<file path="src/cau_pkg.sv">
`timescale 1ns / 1ps
// ----------------------------------------------------------------------------
// Complex arithmetic unit package
// Operation and status codes shared by the pipeline modules.
// ----------------------------------------------------------------------------
package cau_pkg;

	// Operation codes carried by each item.
	typedef enum logic [1:0] {
		CMD_ADD  = 2'd0,
		CMD_MUL  = 2'd1,
		CMD_DIV  = 2'd2,
		CMD_CONJ = 2'd3
	} cmd_t;

	// Result status codes.
	typedef enum logic [1:0] {
		ST_OK   = 2'd0,
		ST_DIVZ = 2'd1,
		ST_SAT  = 2'd2
	} status_t;

endpackage

</file>
<file path="src/cau_front.sv">
`timescale 1ns / 1ps
// ----------------------------------------------------------------------------
// Complex arithmetic unit front end
// Two stages: partial products, then sum, sign and magnitude of each part
// together with the divisor norm |y|^2.
// ----------------------------------------------------------------------------
module cau_front #(
	parameter int DW = 16,
	parameter int F  = 8
) (
	input  logic                 clk,
	input  logic                 arst_n,
	input  logic                 in_valid,
	output logic                 in_stall,
	input  cau_pkg::cmd_t        cmd,
	input  logic signed [DW-1:0] x_re,
	input  logic signed [DW-1:0] x_im,
	input  logic signed [DW-1:0] y_re,
	input  logic signed [DW-1:0] y_im,
	output logic                 out_valid,
	input  logic                 out_stall,
	output cau_pkg::cmd_t        out_cmd,
	output logic                 neg_re,
	output logic [2*DW-1:0]      mag_re,
	output logic                 neg_im,
	output logic [2*DW-1:0]      mag_im,
	output logic [2*DW-1:0]      den,
	output logic                 dzero
);

	localparam int MW = 2 * DW;
	localparam int SW = MW + 1;

	logic                 vld_s1, vld_s2;
	logic                 en1, en2;
	cau_pkg::cmd_t        cmd_s1;
	logic signed [DW-1:0] xr_s1, xi_s1, yr_s1, yi_s1;
	logic signed [MW-1:0] prr_s1, pii_s1, pri_s1, pir_s1, pyr_s1, pyi_s1;

	logic signed [SW-1:0] sre, sim;
	logic [SW-1:0]        are, aim;
	logic [MW-1:0]        mre, mim;
	logic [MW-1:0]        dsum;

	// A stage moves when it is empty or the next one moves.
	assign en2      = !vld_s2 || !out_stall;
	assign en1      = !vld_s1 || en2;
	assign in_stall = !en1;
	assign out_valid = vld_s2;

	// Stage 1: operands and the six products.
	always_ff @(posedge clk or negedge arst_n) begin
		if (!arst_n) begin
			vld_s1 <= 1'b0;
		end else if (en1) begin
			vld_s1 <= in_valid;
		end
	end

	always_ff @(posedge clk) begin
		if (en1 && in_valid) begin
			cmd_s1 <= cmd;
			xr_s1  <= x_re;
			xi_s1  <= x_im;
			yr_s1  <= y_re;
			yi_s1  <= y_im;
			prr_s1 <= x_re * y_re;
			pii_s1 <= x_im * y_im;
			pri_s1 <= x_re * y_im;
			pir_s1 <= x_im * y_re;
			pyr_s1 <= y_re * y_re;
			pyi_s1 <= y_im * y_im;
		end
	end

	// Signed sums for each operation.
	always_comb begin
		case (cmd_s1)
			cau_pkg::CMD_ADD: begin
				sre = SW'(xr_s1) + SW'(yr_s1);
				sim = SW'(xi_s1) + SW'(yi_s1);
			end
			cau_pkg::CMD_MUL: begin
				sre = SW'(prr_s1) - SW'(pii_s1);
				sim = SW'(pri_s1) + SW'(pir_s1);
			end
			cau_pkg::CMD_DIV: begin
				sre = SW'(prr_s1) + SW'(pii_s1);
				sim = SW'(pir_s1) - SW'(pri_s1);
			end
			default: begin
				sre = SW'(xr_s1);
				sim = -SW'(xi_s1);
			end
		endcase
		are  = sre[SW-1] ? SW'(-sre) : SW'(sre);
		aim  = sim[SW-1] ? SW'(-sim) : SW'(sim);
		mre  = are[MW-1:0];
		mim  = aim[MW-1:0];
		dsum = MW'(unsigned'(pyr_s1)) + MW'(unsigned'(pyi_s1));
	end

	// Stage 2: sign, magnitude (rescaled for products) and divisor norm.
	always_ff @(posedge clk or negedge arst_n) begin
		if (!arst_n) begin
			vld_s2 <= 1'b0;
		end else if (en2) begin
			vld_s2 <= vld_s1;
		end
	end

	always_ff @(posedge clk) begin
		if (en2 && vld_s1) begin
			out_cmd <= cmd_s1;
			neg_re  <= sre[SW-1];
			neg_im  <= sim[SW-1];
			mag_re  <= (cmd_s1 == cau_pkg::CMD_MUL) ? (mre >> F) : mre;
			mag_im  <= (cmd_s1 == cau_pkg::CMD_MUL) ? (mim >> F) : mim;
			den     <= dsum;
			dzero   <= (dsum == '0);
		end
	end

endmodule

</file>
<file path="config.mk">
export PLATFORM = sky130hd
export DESIGN_NAME = cau_front
export DESIGN_NICKNAME = d
export VERILOG_FILES = /design/src/cau_pkg.sv /design/src/cau_front.sv
export SDC_FILE = /design/constraint.sdc
export NUM_CORES = 2
export LEC_CHECK = 0
export ABC_AREA = 1
export ABC_CLOCK_PERIOD_IN_PS = 6300
export BUFFER_PORTS_ARGS = -buffer_cell sky130_fd_sc_hd__buf_2
export CAP_MARGIN = 20
export CORE_MARGIN = 3
export CORE_UTILIZATION = 55
export CTS_CLUSTER_DIAMETER = 80
export DETAILED_ROUTE_END_ITERATION = 12
export PLACE_DENSITY = 0.79
export RECOVER_POWER = 100
export SKIP_CTS_REPAIR_TIMING = 1
export SLEW_MARGIN = 20
export SYNTH_ARGS = -nofsm -noshare
export SYNTH_HDL_FRONTEND = slang
export SYNTH_SLANG_ARGS = --single-unit
export TNS_END_PERCENT = 50
</file>
<file path="constraint.sdc">
create_clock -name clk -period 6.3 [get_ports clk]
set_input_delay 0.945 -clock clk [delete_from_list [all_inputs] [get_ports clk]]
set_output_delay 0.945 -clock clk [all_outputs]
set_load 0.005 [all_outputs]
</file>
## Yosys cells after proc, flatten, opt, wreduce, memory -nomap -nowiden

Index checks and enable logic that the tools add are counted.
Widths: inputs -> output; s select.

- Word-level logic and storage cells: 56
- Output and inout bits: 103
- Register bits: 361

- Eq/ne operators: 2
- Add/sub/neg operators: 10
- Multipliers: 6
- Reduce and logical (&&, ||, !) cells: 10
- Muxes and demuxes: 6

Operators by type and width:

| kind | number |
|---|---|
| $pmux 33 s3 | 2 |
| $mul 16x16->32 | 6 |
| $add 32x32->33 | 2 |
| $sub 32x32->33 | 2 |
| $mux 32 | 2 |
| $neg 32->32 | 2 |
| $mux 24 | 2 |
| $add 16x16->17 | 2 |
| $neg 16->33 | 1 |
| $add 32x32->32 | 1 |
| $logic_not 32->1 | 1 |
| $logic_not 1->1 | 4 |
| $eq 2x1->1 const B | 1 |
| $eq 2x2->1 const B | 1 |
| $logic_and 1x1->1 | 2 |
| $logic_not 2->1 | 1 |
| $logic_or 1x1->1 | 2 |

## Depth between registers and ports, before layout

- Depth after elaboration: 5
- Mapped depth: 34

## Worst setup path after synthesis

Ideal clock, no wire load.

- Path kind: input port to flip-flop
- From: input port y_re[5]
- To: register prr_s1[31], data pin
- Setup slack: -0.692 ns
- Data arrival time: 6.727 ns
- Stages on the path: 23
- Setup time: 0.265 ns
- Buffers on the path: 3
- Required time: 6.035 ns
- Cells stage by stage: clkbuf_1 clkbuf_1 clkbuf_1 nand2_1 fa_1 inv_1 fa_1 fa_1 fa_1 fa_1 inv_1 fa_1 inv_1 ha_1 nand2_1 nor4_1 nand2_1 o211ai_1 nand3_1 nand2_1 a31oi_1 o21ai_0 xor2_1

- Cells in the longest elaborated chain, start to end: 1

Ends and longest elaborated chain:

| element | line | source |
|---|---|---|
| start, declared | cau_front.sv:18 | `input logic signed [DW-1:0] y_re,` |
| $mul 16x16->32 | cau_front.sv:67 | `prr_s1 <= x_re * y_re;` |
| end signal, assigned | cau_front.sv:67 |  |
| end, declared | cau_front.sv:38 | `logic signed [MW-1:0] prr_s1, pii_s1, pri_s1, pir_s1, pyr_s1, pyi_s1;` |

No other way between the ends.
A chain may end at the register's enable or synchronous reset.

## Worst setup path after layout

- From: input port y_re[4]
- To: register prr_s1[29], data pin

The elaborated chain is that of the path after synthesis.

==> results.md <==
* Tcrit/Tclk final at 97.4%
* CTS Buf Count at 47
* CTS tree: done
* Critical path's slowest cell: fa_2
* Antenna violations before repair at 12
* DRC at 0
* Number of flops mapped to enable cells by yosys at 355
* Layout cell share with drive strength beyond 1 at 12.5%
* CP max stage delay at 0.60 ns
* Worst-path clk slew at 0.07 ns
* Util after Layout at 64.1%
* Slew headroom at 27.8%
* Max Cap Viol at 0
* Via density at about 5.2
* Post-Syn Area at 82800 sq um
* Cell depth of the worst flop-to-flop path at 27
* Critical path capture point type: flip-flop
* Largest net degree at the start of global routing at between 100 and 150
* Synth-to-Final Area Change at 15.1%
* Post-detailed-route count of antenna-violating nets at 0
* Chip height at between 300 and 400 um
* Drt first pass iters at 9
* Synthesis-stage register bit count at 357
* Fill count at ~12000
* DIE AREA at 155000 sq um
* Avg Cell Area, Syn at 8.03 sq um
* Setup Crit Path Kind: input port to flip-flop
* Async set-or-reset flop fraction in the synthesized netlist at 0.560%
* Syn nets at ~13000
* Required time of the critical path at between 6 and 7 ns
* Row count at 141
* CP cell instances: buf_2, buf_12, buf_12, nand2_2, fa_1, inv_1, fa_2, fa_1, fa_1, fa_1, inv_1, fa_1, inv_1, ha_4, nand2_2, nor4_4, nand2_1, o211ai_1, nand3_1, nand2_2, a31oi_2, buf_4, xor2_1
* Multi-input logic area at 60000 sq um
* Top_reg_cell synth: edfxtp_1
* Max Fanout on Critical Path at 14
* Total gr overflow at 0
* I/O Buffers at approximately 170
* Highest Clock Rate at about 160 MHz
* Vias in the first global route at 73000
* Arr. time, crit path at 6.53 ns
* Most frequent cells in the layout: inv_1 (2897), nand2_1 (2508), fa_1 (1514)
* Post-synthesis sequential area ratio at between 10% and 20%
* RSZ-0062 raised after global routing: yes
* Root Driver: clkbuf_16
* Clock tree buffer depth at 3
* Clock sink count at approximately 360
* Shortest period the worst path allows at 6.13 ns
* Total global-route track usage at about a third
* Final Max Slew Viols at 0
* Die X at 394 um
* Least-Margin Pin Slew at 1.08 ns
* Final setup fails at 0
* Unique masters post-synth at 64
* Ports at 173
* CTS H-tree lvls at 2
* Most used cell, CP: fa_1
* Status: complete, no violations
* Clock skew at just over 0.03 ns
* HP Class: input port to asynchronous set/reset pin
* Skew-Pair Late Insertion Delay at 0.65 ns
* Count of final hold-check violations at 0
* Initial Utilization at 55.7%
* Commonest non-fill, non-tap cell in the layout: inv_1
* WL final at 243000 um
* Final nets at 13500
* Startpoint Class: input port
* DR vias at 69200
* Routed len/inst at 18.3 um
* FF+latch area at roughly 11000 sq um
* Core region area at 149000 sq um
* Cells after synthesis at 10300
* Worst hold slack at 0.0802 ns
* Drt initial violations at 5340
* Synth Warn # at 0
* Post-DP HPWL at 208000 um
* First-pass GRT wire length at 388000 um
* Placer congestion estimate at about 0.97
routing by layer:
layer,up-vias,part of all wire [%],track usage (%)
met1,33800,39,41.6
met4,4,4.0,11.2
met5,-,0.0078,0
met2,2820,47,52.2
li1,32100,-,-
met3,559,9.7,6.66
cell usage after synthesis (7+ instances only):
library cell,instances,area [sq um]
o211ai_1,8,60.1
o31ai_1,8,60.1
and2_1,11,68.8
nand3b_1,35,263
nand2_2,25,156
fa_1,1518,30400
nor2_2,16,100
xor2_1,220,1930
inv_1,2900,10900
a21oi_1,308,1540
buf_6,7,78.8
inv_2,13,48.8
ha_1,654,8180
o21ai_0,162,811
edfxtp_1,355,10700
nor3_1,35,175
nand3_2,9,90.1
nand4_1,57,357
o21ai_1,21,105
xnor2_1,142,1240
buf_2,14,70.1
a21oi_2,7,61.3
nand3_1,379,1900
clkbuf_1,214,803
o21bai_1,31,233
nor2_1,429,1610
nand2_1,2514,9440
a31oi_1,22,138
nor4_1,14,87.6
buf_1,69,259
a21o_1,16,120
or2_2,18,113
cells by family (layout without fill, tap and decap cells):
kind of cell	count (synthesis)	after routing	share of synthesized area (%)
simple gates	3566	3566	17.6
buf+inv	3229	4179	14.8
fa+ha+maj	2172	2172	46.6
compound gates	621	621	4.16
xor+xnor	362	362	3.83
flops	357	357	12.9
mux	2	2	0.0393
other cells	0	7	0
worst max-delay path, delay by kind of cell:
family / cells / cell delay (ns)
AOI/OAI and AO/OA: 2 / 0.42
xor gates and xnor gates: 1 / 0.13
adders and majority gates: 7 / 3.40
buffers and inverters: 7 / 0.75
and+or+nand+nor: 6 / 0.83
cell type report:
cell class              count  share of cell area (%)
clock inverters            38                   0.445
flip-flops and latches    357                    11.2
clock buffers              50                    1.27
multi-input cells        6723                    63.0
well taps                2002                    2.63
repair buffers           1176                    9.86
inverters                2915                    11.5
diodes                      7                  0.0184
registers in the layout (all words and copies together) (netlist names), 32 cells and up:
name and cells:
mag_im 32, mag_re 32, pii_s1 32, pri_s1 32, prr_s1 32, pir_s1 32
den 32
path summary, 6_finish.rpt:
check | start | slack (ns) | end
worst max-delay path | y_re[4] | 0.17 | prr_s1[29]$_DFFE_PP_
worst min-delay path | arst_n | 0.08 | vld_s1$_DFFE_PN0N_
worst max register to register | pii_s1[0]$_DFFE_PP_ | 0.39 | mag_re[2]$_DFFE_PP_
worst min register to register | vld_s1$_DFFE_PN0N_ | 0.51 | out_valid$_DFFE_PN0P_
max in group asynchronous | arst_n | 6.09 | out_valid$_DFFE_PN0P_
min in group clk | cmd[1] | 0.48 | cmd_s1[1]$_DFFE_PP_
through the flow:
stage                     TNS [ns]  cell area [sq um]  instances  worst slack, ns
after detailed placement    -42.37              93300      13200           -0.753
after global routing        -0.220              95200      13300          -0.0565
after CTS                   -0.154              95000      13300          -0.0756
final                            0              95200      13300            0.166
after floorplan              -6.44              82800      10300           -0.344
after global placement      -34.45              93300      13200           -0.637
Power is not shown: default switching activity piles up to over one toggle a cycle in this logic, so the estimate is an artifact.
