**config.mk**
```make
export PLATFORM = sky130hd
export DESIGN_NAME = cau_pack
export DESIGN_NICKNAME = d
export VERILOG_FILES = /design/src/cau_pkg.sv /design/src/cau_pack.sv
export SDC_FILE = /design/constraint.sdc
export NUM_CORES = 1
export LEC_CHECK = 0
export BUFFER_PORTS_ARGS = -buffer_cell sky130_fd_sc_hd__buf_2
export CORE_MARGIN = 2
export CORE_UTILIZATION = 40
export DETAILED_ROUTE_END_ITERATION = 6
export PLACE_DENSITY = 0.68
export REMOVE_ABC_BUFFERS = 1
export SYNTH_ARGS = -nofsm -noshare
export SYNTH_HDL_FRONTEND = slang
export SYNTH_SLANG_ARGS = --single-unit
```
**constraint.sdc**
```tcl
create_clock -name clk -period 3.59 [get_ports clk]
set_input_delay 0.5385 -clock clk [delete_from_list [all_inputs] [get_ports clk]]
set_output_delay 0.5385 -clock clk [all_outputs]
set_load 0.005 [all_outputs]
```
**src/cau_pkg.sv**
```systemverilog
`timescale 1ns / 1ps
// ----------------------------------------------------------------------------
// Complex arithmetic unit package
// Operation and status codes shared by the pipeline modules.
// ----------------------------------------------------------------------------
package cau_pkg;

	// Operation codes carried by each item.
	typedef enum logic [1:0] {
		CMD_ADD  = 2'd0,
		CMD_MUL  = 2'd1,
		CMD_DIV  = 2'd2,
		CMD_CONJ = 2'd3
	} cmd_t;

	// Result status codes.
	typedef enum logic [1:0] {
		ST_OK   = 2'd0,
		ST_DIVZ = 2'd1,
		ST_SAT  = 2'd2
	} status_t;

endpackage

```
**src/cau_pack.sv**
```systemverilog
`timescale 1ns / 1ps
// ----------------------------------------------------------------------------
// Complex arithmetic unit output stage
// Picks the magnitude for the operation, saturates each part, builds the
// status and holds the result in the output register.
// ----------------------------------------------------------------------------
module cau_pack #(
	parameter int DW = 16
) (
	input  logic                 clk,
	input  logic                 arst_n,
	input  logic                 in_valid,
	output logic                 in_stall,
	input  cau_pkg::cmd_t        cmd,
	input  logic                 neg_re,
	input  logic [2*DW-1:0]      mag_re,
	input  logic                 neg_im,
	input  logic [2*DW-1:0]      mag_im,
	input  logic [DW:0]          q_re,
	input  logic [DW:0]          q_im,
	input  logic                 ovf_re,
	input  logic                 ovf_im,
	input  logic                 dzero,
	output logic                 out_valid,
	input  logic                 out_stall,
	output logic signed [DW-1:0] r_re,
	output logic signed [DW-1:0] r_im,
	output logic [1:0]           status
);

	localparam int MW = 2 * DW;
	localparam logic [MW-1:0] PMAX = {{(MW-DW+1){1'b0}}, {(DW-1){1'b1}}};
	localparam logic [MW-1:0] NMAX = PMAX + MW'(1);

	logic          vld_q, en;
	logic [MW-1:0] mre, mim;
	logic [DW:0]   pre, pim;
	logic          div;

	// Saturate a sign and magnitude pair; the top bit flags saturation.
	function automatic logic [DW:0] sat_part(input logic neg, input logic [MW-1:0] m);
		logic          s;
		logic [MW-1:0] mm;
		logic [MW-1:0] v;
		s  = neg ? (m > NMAX) : (m > PMAX);
		mm = s ? (neg ? NMAX : PMAX) : m;
		v  = neg ? (MW'(0) - mm) : mm;
		return {s, v[DW-1:0]};
	endfunction

	// Quotient for divides, with overflow forced to the top.
	always_comb begin
		div = (cmd == cau_pkg::CMD_DIV);
		mre = div ? (ovf_re ? '1 : MW'(q_re)) : mag_re;
		mim = div ? (ovf_im ? '1 : MW'(q_im)) : mag_im;
		pre = sat_part(neg_re, mre);
		pim = sat_part(neg_im, mim);
	end

	assign en        = !vld_q || !out_stall;
	assign in_stall  = !en;
	assign out_valid = vld_q;

	// Output register.
	always_ff @(posedge clk or negedge arst_n) begin
		if (!arst_n) begin
			vld_q <= 1'b0;
		end else if (en) begin
			vld_q <= in_valid;
		end
	end

	always_ff @(posedge clk) begin
		if (en && in_valid) begin
			if (div && dzero) begin
				r_re   <= '0;
				r_im   <= '0;
				status <= cau_pkg::ST_DIVZ;
			end else begin
				r_re   <= pre[DW-1:0];
				r_im   <= pim[DW-1:0];
				status <= (pre[DW] || pim[DW]) ? cau_pkg::ST_SAT : cau_pkg::ST_OK;
			end
		end
	end

endmodule

```
[Word-level counts from Yosys, hierarchy flattened]
Index checks and enable logic that the tools add are counted.
Storage, ports and cells
  register bits: 35
  input bits: 109
Operators by class
  add/sub/neg operators: 2
  magnitude comparators: 4
  equal/unequal tests: 1
  multiplexer cells: 13
  reductions and logical operators: 7
Operators by type and width (count)
  $mux 32: 4
  $mux 16: 6
  $gt 32x15->1 const B: 2
  $gt 32x16->1 const B: 2
  $sub 1x16->16 const A: 2
  $logic_not 1->1: 3
  $eq 2x2->1 const B: 1
  $logic_and 1x1->1: 2
  $logic_or 1x1->1: 2
  $mux 1: 2
  $mux 2: 1

[Logic depth before layout (Yosys ltp)]
Gate-level depths: netlist of the first run.
  word-level depth: 7
  depth in mapped cells: 16
  gate-level depth less buffers: 13

[Worst setup path before layout of the first run]
Ideal clock, no wire load.
  path kind: input to register
  from: in cmd[0]
  to: reg r_im[6], data pin
  library setup time: 0.258 ns
  data arrival time: 3.365 ns
  required time: 3.332 ns
  slack: -0.033 ns
  cell stages on the path: 12
  buffers on the path: 0
  cells stage by stage: or4b_4 -> or4_1 -> a211o_1 -> nor4_2 -> o21ai_0 -> o22a_1 -> ha_1 -> inv_1 -> o22ai_1 -> a31oi_4 -> a21oi_1 -> o221a_1
Between the ends
  word-level cells in the longest chain between the ends: 7
  elaborated cells between the ends (all ways): 9
  classes of those cells: add/sub (1); order compare (2); eq/ne (1); mux (4); reduce/logical (1)
RTL lines
  from (decl): line cau_pack.sv:14  | input cau_pkg::cmd_t cmd,
  $eq 2x2->1 *: line cau_pack.sv:53  | div = (cmd == cau_pkg::CMD_DIV);
  $mux 32: line cau_pack.sv:55  | mim = div ? (ovf_im ? '1 : MW'(q_im)) : mag_im;
  $gt 32x15->1 / $gt 32x16->1 (equally long branches): line cau_pack.sv:45  | s = neg ? (m > NMAX) : (m > PMAX);
  $mux 1: line cau_pack.sv:45
  $mux 16: line cau_pack.sv:46  | mm = s ? (neg ? NMAX : PMAX) : m;
  $sub 1x16->16: line cau_pack.sv:47  | v = neg ? (MW'(0) - mm) : mm;
  $mux 16: line cau_pack.sv:47
  to (signal assigned): line cau_pack.sv:81  | r_im <= pim[DW-1:0];
  to (decl): line cau_pack.sv:27  | output logic signed [DW-1:0] r_im,
Mark *: on every way between the ends. The rest lies on a longest branch, timed or not.
A chain may end at the register's enable or synchronous reset.

[Worst setup path in the final report of the first run]
  from: in cmd[0]
  to: reg r_re[12], data pin
Between the ends
  word-level cells in the longest chain between the ends: 7
  elaborated cells between the ends (all ways): 9
  classes of those cells: add/sub (1); order compare (2); eq/ne (1); mux (4); reduce/logical (1)
RTL lines
  $eq 2x2->1 *: line cau_pack.sv:53
  $mux 32: line cau_pack.sv:54  | mre = div ? (ovf_re ? '1 : MW'(q_re)) : mag_re;
  $gt 32x15->1 / $gt 32x16->1 (equally long branches): line cau_pack.sv:45
  $mux 1: line cau_pack.sv:45
  $mux 16: line cau_pack.sv:46
  $sub 1x16->16: line cau_pack.sv:47
  $mux 16: line cau_pack.sv:47
  to (signal assigned): line cau_pack.sv:80  | r_re <= pre[DW-1:0];
  to (decl): line cau_pack.sv:26  | output logic signed [DW-1:0] r_re,
Marked as above.

==> results of run 1 <==
-- critical path: cells and delay by family --
| kind | cells | cell delay (ns) |
|---|---|---|
| buffers and inverters | 5 | 0.85 |
| adder cells (fa/ha/maj) | 1 | 0.22 |
| multiplexers | 1 | 0.27 |
| AO/OA/AOI/OAI | 3 | 0.70 |
| AND/OR/NAND/NOR | 5 | 0.95 |
-- per-layer routing --
layer  track usage [%]  vias up  share of wire (%)
li1                  -     2040                  -
met1              35.7     1908                 48
met2              36.8      209                 43
met3              2.81       15                7.4
met4              5.13        2                1.4
met5                 0        -               0.16
-- cells by family (layout without fill, tap and decap cells) --
group	Yosys count	after routing
AO/OA/AOI/OAI	132	132
AND/OR/NAND/NOR	200	200
adder cells (fa/ha/maj)	2	2
flip-flops	35	35
XOR/XNOR	1	1
buffers and inverters	37	235
multiplexers	19	19
-- what timing repair did --
item	4_1_cts	5_1_grt
buffers inserted	0	1
resized for setup	0	12
endpoints found under the setup margin	0	6
-- per-stage QoR --
step	instances	utilization, %	instance area (um^2)
floorplan	400	-	3340
global placement	723	55.2	4740
detailed placement	723	55.2	4740
CTS	731	56.1	4820
global route	732	56.6	4870
finish	732	56.6	4870
-- cell usage in the layout, fill, tap and decap left out, types with 4 or more instances in the layout --
cell / synthesis / layout
nor4_1: 14 / 14
inv_1: 9 / 9
nand3_1: 10 / 10
or3_1: 4 / 4
a31oi_1: 8 / 8
a21oi_1: 19 / 19
a211oi_1: 4 / 4
o21a_1: 5 / 5
edfxtp_1: 34 / 34
and3_1: 4 / 4
nor2_1: 46 / 46
o21ai_1: 3 / 6
and2_1: 4 / 4
clkbuf_8: 0 / 5
nor3_1: 13 / 12
o211ai_1: 6 / 6
nand4_1: 8 / 8
o21ai_0: 41 / 37
nand2_1: 43 / 43
mux2i_1: 13 / 12
or4b_2: 13 / 13
buf_2: 6 / 144
or2_2: 9 / 9
nand2b_1: 6 / 6
buf_4: 0 / 71
mux2_2: 6 / 6
-- sequential cells by signal, summed over array words and instances, names as in the netlist --
register,cells
r_im,16
out_valid,1
r_re,16
status,2
-- cell type report --
cell class              instances  area share [%]
repair buffers                216            26.2
inverters                      11           0.900
clock buffers                   7            1.57
multi-input cells             354            47.0
well taps                     108            2.78
flip-flops and latches         35            21.5
clock inverters                 1           0.103
-- where the power goes --
group	leakage [nW]	internal [W]	switching [W]
logic	1.70	0.000192	0.000217
clock network	0.0422	0.000136	0.000135
registers	0.325	0.000481	0.00000534
-- final timing paths --
check                      startpoint        end  slack, ns  depth (start not counted)
max reg2reg                 out_valid   r_im[13]       2.19                          3
min in group clk             in_valid  out_valid       0.47                          2
max                            cmd[0]   r_re[12]       0.09                         15
max in group asynchronous      arst_n  out_valid       3.49                          1
min reg2reg                 out_valid  out_valid       0.66                          2
min                            arst_n  out_valid       0.02                          1
==> results.md, run 1 <==
* Critical Path Max Stage Delay at between 0.3 and 0.4 ns
* Max_cap viols at 0
* Post-route minimum period at between 3 and 4 ns
* Netlist cell types at 79
* Fin. max-slew vios at 0
* Synthesized cell area at between 3000 and 4000 um^2
* Clock buffer count from CTS at 5
* Synth Area in Simple Gates at 32.0%
* Final setup vio count at 0
* Crit path max fanout at 10
* Routed via count at roughly 4,200
* WHS at about 0.018 ns
* Total Routing Usage GR at about a quarter
* Slew margin rel. at 51.0%
* Leak at about 2.1 nW
* Synth Warn # at 0
* Hold WC Path Type: in2async
* Worst vdd ir at roughly 0.00015 V
* Vias/cell at around 5.7
* Fin crit share at 97.6%
* Root buffer cell: clkbuf_8
* GP Congestion at about 0.9
* Detail Placement HPWL at approximately 9.5 mm
* H-tree depth at 2
* Cell Pwr Density at around 240 nW/um^2
* Critical path's slowest cell: and2b_2
* Most frequent cell after synthesis: nor2_1
* Final-report hold violation count at 0
* Chip Width at approximately 97 um
* Nets at 734
* Die height at between 90 and 100 um
* Critical setup path kind: in2reg
* Synth top area cells: edfxtp_1 29%, o21ai_0 5.9%, nor2_1 5.0%
* Antenna viol nets, final at 0
* DRC at 0
* Crit path cell chain: buf_2 > buf_4 > and2b_2 > buf_4 > mux2i_1 > nor4_1 > and4b_1 > o21ai_1 > a2bb2oi_1 > ha_1 > clkinv_1 > buf_4 > nor3_1 > o211a_1 > nor3_1
* Worst-Margin Slew at ~0.73 ns
* Vias in the first global route at roughly 3,800
* Sequential area share after synthesis at roughly 30%
* Commonest cells in the netlist: 46 x nor2_1, 43 x nand2_1, 41 x o21ai_0
* RSZ-0062 raised after global routing: yes
* Top_reg_cell synth: edfxtp_1
* CP required at 3.62 ns
* Mux contribution to synthesized area at under 10%
* Endpoint class of the critical path: flip-flop
* DR pass1 iterations at 6
* Synth-to-Final Area Change at 39.6%
* CTS tree: yes
* Layout cells sized above 1 at between 40% and 50%
* Critical Path AT at around 3.5 ns
* Synthesized-area fraction occupied by adder cells at less than 1%
* Initial Util at a little over 40%
* PnR worst setup slack at a little under 0.09 ns
* Rows at 34
* Largest net degree at the start of global routing at 43
* WL final at between 10 and 15 mm
* Initial antenna violation count at 1
* DR iter-0 viols at 391
* Most used cell along the critical path: buf_4
* # diodes at 0
* Global-route wire length before repair at between 15 and 20 mm
* Mapped Cells at 426
* Sequential cell area at about 1000 um^2
* Top cell type's share of synthesized area at 29.3%
* Synth area leader: edfxtp_1
* Remaining Overflow, GRT at 0
* DP Worst Slack at -0.229 ns
* CTS sink cnt at 35
* Worst Setup Start Kind: input pin
* Area occupied by multi-input gates at between 2000 and 2500 um^2
* Overall Power at roughly 0.0012 W
* Largest family of logic cells by synthesized area: simple AND/OR/NAND/NOR gates
* DR WL/cell at 16.0 um
* Clk slew on worst S/H paths at 0.07 ns
* Status: completed
* Core Box Area at between 8000 and 9000 um^2
* Setup_tns at 0 ns
* Top Ports at between 100 and 150
* Syn avg cell area at a little over 8 um^2
* XOR/XNOR Fraction of Synth Area at less than 1%
* PortBufs at 144
* Die footprint at approximately 9500 um^2
* Number of flops mapped to enable cells by yosys at 34
* Hold_buf cts at 0
* Synth async-reset ratio at around 2.9%
* Clock Latency Late Sink at between 0.2 and 0.3 ns
* F_max at 286 MHz
* Skew final at 0.00183 ns
* Complex-gate fraction of the synthesized area at between 20% and 30%
* Max clock buf depth at 2
* Post-synthesis register bit count at 35
* Layout fillers at slightly below 900
Power figures use the tool's default switching activity.
==> inputs of run 2 (changes only) <==
--- a/config.mk
+++ b/config.mk
@@ -9,6 +9,7 @@
 export CORE_MARGIN = 2
 export CORE_UTILIZATION = 40
 export DETAILED_ROUTE_END_ITERATION = 6
+export MAX_ROUTING_LAYER = met4
 export PLACE_DENSITY = 0.68
 export REMOVE_ABC_BUFFERS = 1
 export SYNTH_ARGS = -nofsm -noshare
==> results.md, run 2 (synthesis results as in run 1) <==
* Leak at 2.06 nW (about the same)
* Core Box Area at 8590 um^2 (unchanged)
* Status: completed
* Sequential cell area at 1050 um^2 (unchanged)
* Crit path max fanout at 11 (+1)
* Post-route minimum period at 3.48 ns (-0.0191 ns)
* CP delay by family, top: compound AO/OA/AOI/OAI gates
* Critical setup path kind: in2reg
* Commonest non-fill, non-tap cell in the layout: buf_2
* Max clock buf depth at 2 (unchanged)
* Vias in the first global route at 3,801 (-0.78%)
* Hold WC Path Type: in2async
* Worst-Margin Slew at 0.560 ns (-0.168 ns)
* P_sw at 0.000344 W (-3.9%)
* CTS sink cnt at 35 (unchanged)
* Register share of total power at 42.5% (+0.8 points)
* Worst vdd ir at 0.000139 V (-8.0%)
* Synth-to-Final Area Change at 39.4%
* Fin crit share at 97.0% (-0.53 points)
* Antenna viol nets, final at 0 (unchanged)
* Global-route wire length before repair at 18.7 mm (+0.26%)
* Rows at 34 (unchanged)
* Endpoint class of the critical path: flip-flop
* F_max at 287 MHz (+0.55%)
* Critical path's slowest cell: or4b_4
* # diodes at 0 (unchanged)
* PortBufs at 144 (unchanged)
* CTS tree: yes
* Largest regs: r_im: 16 flops, r_re: 16 flops, status: 2 flops
* Hold_buf cts at 0 (unchanged)
* DR pass1 iterations at 5 (-1)
* Clock buffer count from CTS at 5 (unchanged)
* DRC at 0 (unchanged)
* Layout cells sized above 1 at 43.2% (-0.25 points)
* Largest net degree at the start of global routing at 42 (-2.3%)
* Routed via count at 4,185 (+0.26%)
* Chip Width at 97.3 um (unchanged)
* Worst Setup Start Kind: input pin
* Sw Share at 30.0% (-0.67 points)
* Cell Pwr Density at 236 nW/um^2 (-1.6%)
* DR iter-0 viols at 409 (+4.6%)
* Area occupied by multi-input gates at 2280 um^2 (-0.22%)
* Top Ports at 145 (unchanged)
* Internal power at 0.000802 W (-0.86%)
* Die height at 97.3 um (unchanged)
* Slew margin rel. at 62.4% (+11 points)
* Max_cap viols at 0 (unchanged)
* Setup_tns at 0 ns (unchanged)
* Crit path cell chain: buf_2 > or4b_4 > or4_1 > a211o_1 > nor4_4 > o21ai_1 > o22a_1 > ha_2 > inv_1 > o22ai_1 > a31oi_4 > a21oi_1 > o221a_1
* Clk slew on worst S/H paths at 0.07 ns (about the same)
* Initial Util at 40.6% (unchanged)
* Final-report hold violation count at 0 (unchanged)
* H-tree depth at 2 (unchanged)
* Remaining Overflow, GRT at 0 (unchanged)
* CP required at 3.62 ns (about the same)
* WHS at 0.0289 ns (+0.0107 ns)
* Critical Path AT at 3.52 ns (-0.02 ns)
* Fin. max-slew vios at 0 (unchanged)
* Skew final at 0.00842 ns (+0.00659 ns)
* DR WL/cell at 15.8 um (-1.5%)
* Layout fillers at 848 (-2.5%)
* GP Congestion at 0.925 (+1.6%)
* CP Buf/Inv Count at 2 (-3)
* Nets at 734 (unchanged)
* WL final at 11.5 mm (-1.6%)
* Gate power share at 35.6% (+0.5 points)
* Clock share of power at 22.0% (-1.2 points)
* Initial antenna violation count at 0 (-1)
* Total Routing Usage GR at 24.3% (+0.55 points)
* Detail Placement HPWL at 9.36 mm (-1.9%)
* Most frequent cells in the layout: 144 x buf_2, 71 x buf_4, 46 x nor2_1
* Critical Path Max Stage Delay at 0.55 ns (+0.23 ns)
* Root buffer cell: clkbuf_8
* Vias/cell at 5.73 (+0.40%)
* Die footprint at 9470 um^2 (unchanged)
* Final setup vio count at 0 (unchanged)
* Clock Latency Late Sink at 0.28 ns (about the same)
## run 2: path summary, 6_finish.rpt
path | startpoint | endpoint | slack (ns) | cells past startpoint
setup / recovery | cmd[0] | r_im[6] | 0.11 | 13
hold / removal | arst_n | out_valid | 0.03 | 1
setup reg to reg | out_valid | r_re[4] | 2.23 | 3
hold reg to reg | out_valid | out_valid | 0.64 | 2
max in group asynchronous | arst_n | out_valid | 3.48 | 1
min in group clk | in_valid | out_valid | 0.47 | 2
## run 2: area by class of cell
| class | count | share of cell area (%) |
|---|---|---|
| Tap cell | 108 | 2.78 |
| Multi-Input combinational cell | 354 | 47.0 |
| Timing Repair Buffer | 216 | 26.2 |
| Clock inverter | 2 | 0.180 |
| Clock buffer | 5 | 1.42 |
| Sequential cell | 35 | 21.5 |
| Inverter | 11 | 0.902 |
## run 2: through the flow
stage	util, %	instances	instance area, um^2	setup WS [ns]	total power, W
2_1_floorplan	-	400	3340	-0.222	0.000675
4_1_cts	56.1	730	4820	0.0333	0.00115
3_5_place_dp	55.2	723	4740	-0.260	0.000893
5_1_grt	56.5	731	4860	-0.00722	0.00121
6_report	56.5	731	4860	0.107	0.00115
3_3_place_gp	55.2	723	4740	-0.162	0.000887
## run 2: routing by layer
metal  track usage (%)  up-vias  routed length, um
met5                 -        -                  0
met4              4.91        0                 81
li1                  -     2044                  -
met1              36.8     1923               5540
met2              35.7      211               5010
met3              2.09        7                890
## run 2: repair_timing
item                                    4_1_cts  5_1_grt
setup buffers                                 0        1
endpoints found under the setup margin        0        8
gates resized for setup                       0        9
## run 2: power by group through the flow
stage,Clock [W],Combinational [W],Sequential [W]
final,0.000252,0.000408,0.000487
after global routing,0.000274,0.000450,0.000489
after CTS,0.000260,0.000399,0.000487
after detailed placement,0,0.000397,0.000496
after global placement,0,0.000393,0.000495
after floorplan,0,0.000174,0.000501
==> inputs of run 3 (changes only) <==
--- a/config.mk
+++ b/config.mk
@@ -6,11 +6,13 @@
 export NUM_CORES = 1
 export LEC_CHECK = 0
 export BUFFER_PORTS_ARGS = -buffer_cell sky130_fd_sc_hd__buf_2
+export CAP_MARGIN = 20
 export CORE_MARGIN = 2
 export CORE_UTILIZATION = 40
 export DETAILED_ROUTE_END_ITERATION = 6
 export MAX_ROUTING_LAYER = met4
 export PLACE_DENSITY = 0.68
+export RECOVER_POWER = 25
 export REMOVE_ABC_BUFFERS = 1
 export SYNTH_ARGS = -nofsm -noshare
 export SYNTH_HDL_FRONTEND = slang
==> results.md, run 3 (synthesis results as in run 1) <==
* Crit path max fanout at 11 (unchanged)
* Antenna viol nets, final at 0 (unchanged)
* Layout fillers at 851 (+0.35%)
* Worst-Margin Slew at 0.565 ns (+0.00588 ns)
* Post-route minimum period at 3.48 ns (-0.00317 ns)
* Skew final at 0.00781 ns (-0.000613 ns)
* Worst R2R Start: out_valid
* Register share of total power at 42.5% (about the same)
* Detail Placement HPWL at 9.36 mm (unchanged)
* Sw Share at 30.1% (+0.058 points)
* Nets at 734 (unchanged)
* Core Box Area at 8590 um^2 (unchanged)
* CP required at 3.62 ns (about the same)
* Most frequent cells in the layout: 136 x buf_2, 71 x buf_4, 46 x nor2_1
* PnR worst setup slack at 0.110 ns (+0.00317 ns)
* Layout cells sized above 1 at 41.9% (-1.3 points)
* Reg-to-reg slack, setup at 2.21 ns (-0.02 ns)
* Commonest non-fill, non-tap cell in the layout: buf_2
* H-tree depth at 2 (unchanged)
* R2r endpoint: r_re[4]
* Global-route wire length before repair at 18.7 mm (unchanged)
* Worst vdd ir at 0.000138 V (-0.32%)
* DR pass1 iterations at 5 (unchanged)
* Crit path capture: r_im[6]
* Clock share of power at 22.0% (about the same)
* Initial Util at 40.6% (unchanged)
* GP Congestion at 0.925 (unchanged)
* Critical Path AT at 3.51 ns (about the same)
* Hold WC Path Type: in2async
* Cell Pwr Density at 236 nW/um^2 (+0.11%)
* Routed via count at 4,202 (+0.41%)
* Die height at 97.3 um (unchanged)
* Chip Width at 97.3 um (unchanged)
* Gate power share at 35.5% (about the same)
* Vias in the first global route at 3,801 (unchanged)
* DP Worst Slack at -0.260 ns (unchanged)
* Status: completed
* Clk slew on worst S/H paths at 0.07 ns (about the same)
* Critical setup path kind: in2reg
* Crit path launch: cmd[0]
* CTS sink cnt at 35 (unchanged)
* P_sw at 0.000344 W (about the same)
* Max clock buf depth at 2 (unchanged)
* Endpoint class of the critical path: flip-flop
* # diodes at 0 (unchanged)
* Leak at 2.04 nW (-1.1%)
* R2R cell count at 3 (unchanged)
* Vias/cell at 5.75 (+0.41%)
* Final-report hold violation count at 0 (unchanged)
* Die footprint at 9470 um^2 (unchanged)
* Total Routing Usage GR at 24.3% (unchanged)
* Area occupied by multi-input gates at 2280 um^2 (unchanged)
* Largest regs: r_im: 16 flops, r_re: 16 flops, status: 2 flops
* F_max at 287 MHz (about the same)
* Max_cap viols at 0 (unchanged)
* PortBufs at 144 (unchanged)
* Sequential cell area at 1050 um^2 (unchanged)
* DR WL/cell at 15.8 um (about the same)
* Largest net degree at the start of global routing at 42 (unchanged)
* WL final at 11.5 mm (about the same)
* Worst Setup Start Kind: input pin
* DR iter-0 viols at 409 (unchanged)
* Rows at 34 (unchanged)
* Root buffer cell: clkbuf_8
* WHS at 0.0287 ns (-0.000177 ns)
* Fin. max-slew vios at 0 (unchanged)
* Synth-to-Final Area Change at 39.1%
* CTS tree: yes
* Remaining Overflow, GRT at 0 (unchanged)
* Slew margin rel. at 62.0% (-0.40 points)
* Initial antenna violation count at 0 (unchanged)
* Fin crit share at 96.9% (about the same)
* Internal power at 0.000801 W (-0.18%)
* Top Ports at 145 (unchanged)
* Clock buffer count from CTS at 5 (unchanged)
* Final setup vio count at 0 (unchanged)
* Clock Latency Late Sink at 0.28 ns (about the same)
* DRC at 0 (unchanged)
==> run 3: power by group through the flow <==
stage / Clock [W] / Combinational (W) / Sequential [W]
2_1_floorplan: 0 / 0.000174 / 0.000501
3_3_place_gp: 0 / 0.000393 / 0.000495
3_5_place_dp: 0 / 0.000397 / 0.000496
4_1_cts: 0.000260 / 0.000399 / 0.000487
5_1_grt: 0.000274 / 0.000449 / 0.000489
6_report: 0.000252 / 0.000406 / 0.000487
==> run 3: stage by stage <==
step	area, um^2	utilization (%)	std cells	TNS [ns]	total power, W
after floorplan	3340	-	400	-0.808	0.000675
after global placement	4740	55.2	723	-0.386	0.000887
after detailed placement	4740	55.2	723	-1.02	0.000893
after CTS	4820	56.1	730	0	0.00115
after global routing	4850	56.4	731	-0.00722	0.00121
final	4850	56.4	731	0	0.00114
==> run 3: worst max-delay path, stage by stage <==
cell	delay, ns
buf_2	0.15
or4b_4	0.55
or4_1	0.49
a211o_1	0.32
nor4_4	0.20
o21ai_1	0.13
o22a_1	0.24
ha_2	0.23
inv_1	0.08
o22ai_1	0.12
a31oi_4	0.17
a21oi_1	0.08
o221a_1	0.22
==> run 3: worst min path at each step <==
stage                endpoint  cells past startpoint
floorplan           out_valid                      0
CTS                 out_valid                      1
finish              out_valid                      1
global placement    out_valid                      1
global route        out_valid                      1
detailed placement  out_valid                      1
==> run 3: final cells by class <==
cell class | instances | share of cell area, %
clock inverter | 2 | 0.181
inverter | 11 | 0.903
tap | 108 | 2.79
timing repair buffer | 216 | 26.1
multi-input combinational | 354 | 47.1
clock buffer | 5 | 1.42
sequential | 35 | 21.6
==> run 3: repair_timing <==
action / CTS / global route
gates resized for setup: 0 / 9
endpoints found under the setup margin: 0 / 8
hold buffers: 0 / 0
setup buffers: 0 / 1
==> run 3: layer usage <==
| layer | vias to the layer above | part of all wire (%) | global-route usage [%] |
|---|---|---|---|
| met2 | 212 | 43 | 35.7 |
| met1 | 1935 | 48 | 36.8 |
| met3 | 10 | 7.6 | 2.09 |
| met4 | 0 | 0.85 | 4.91 |
| li1 | 2045 | - | - |
| met5 | - | 0 | - |
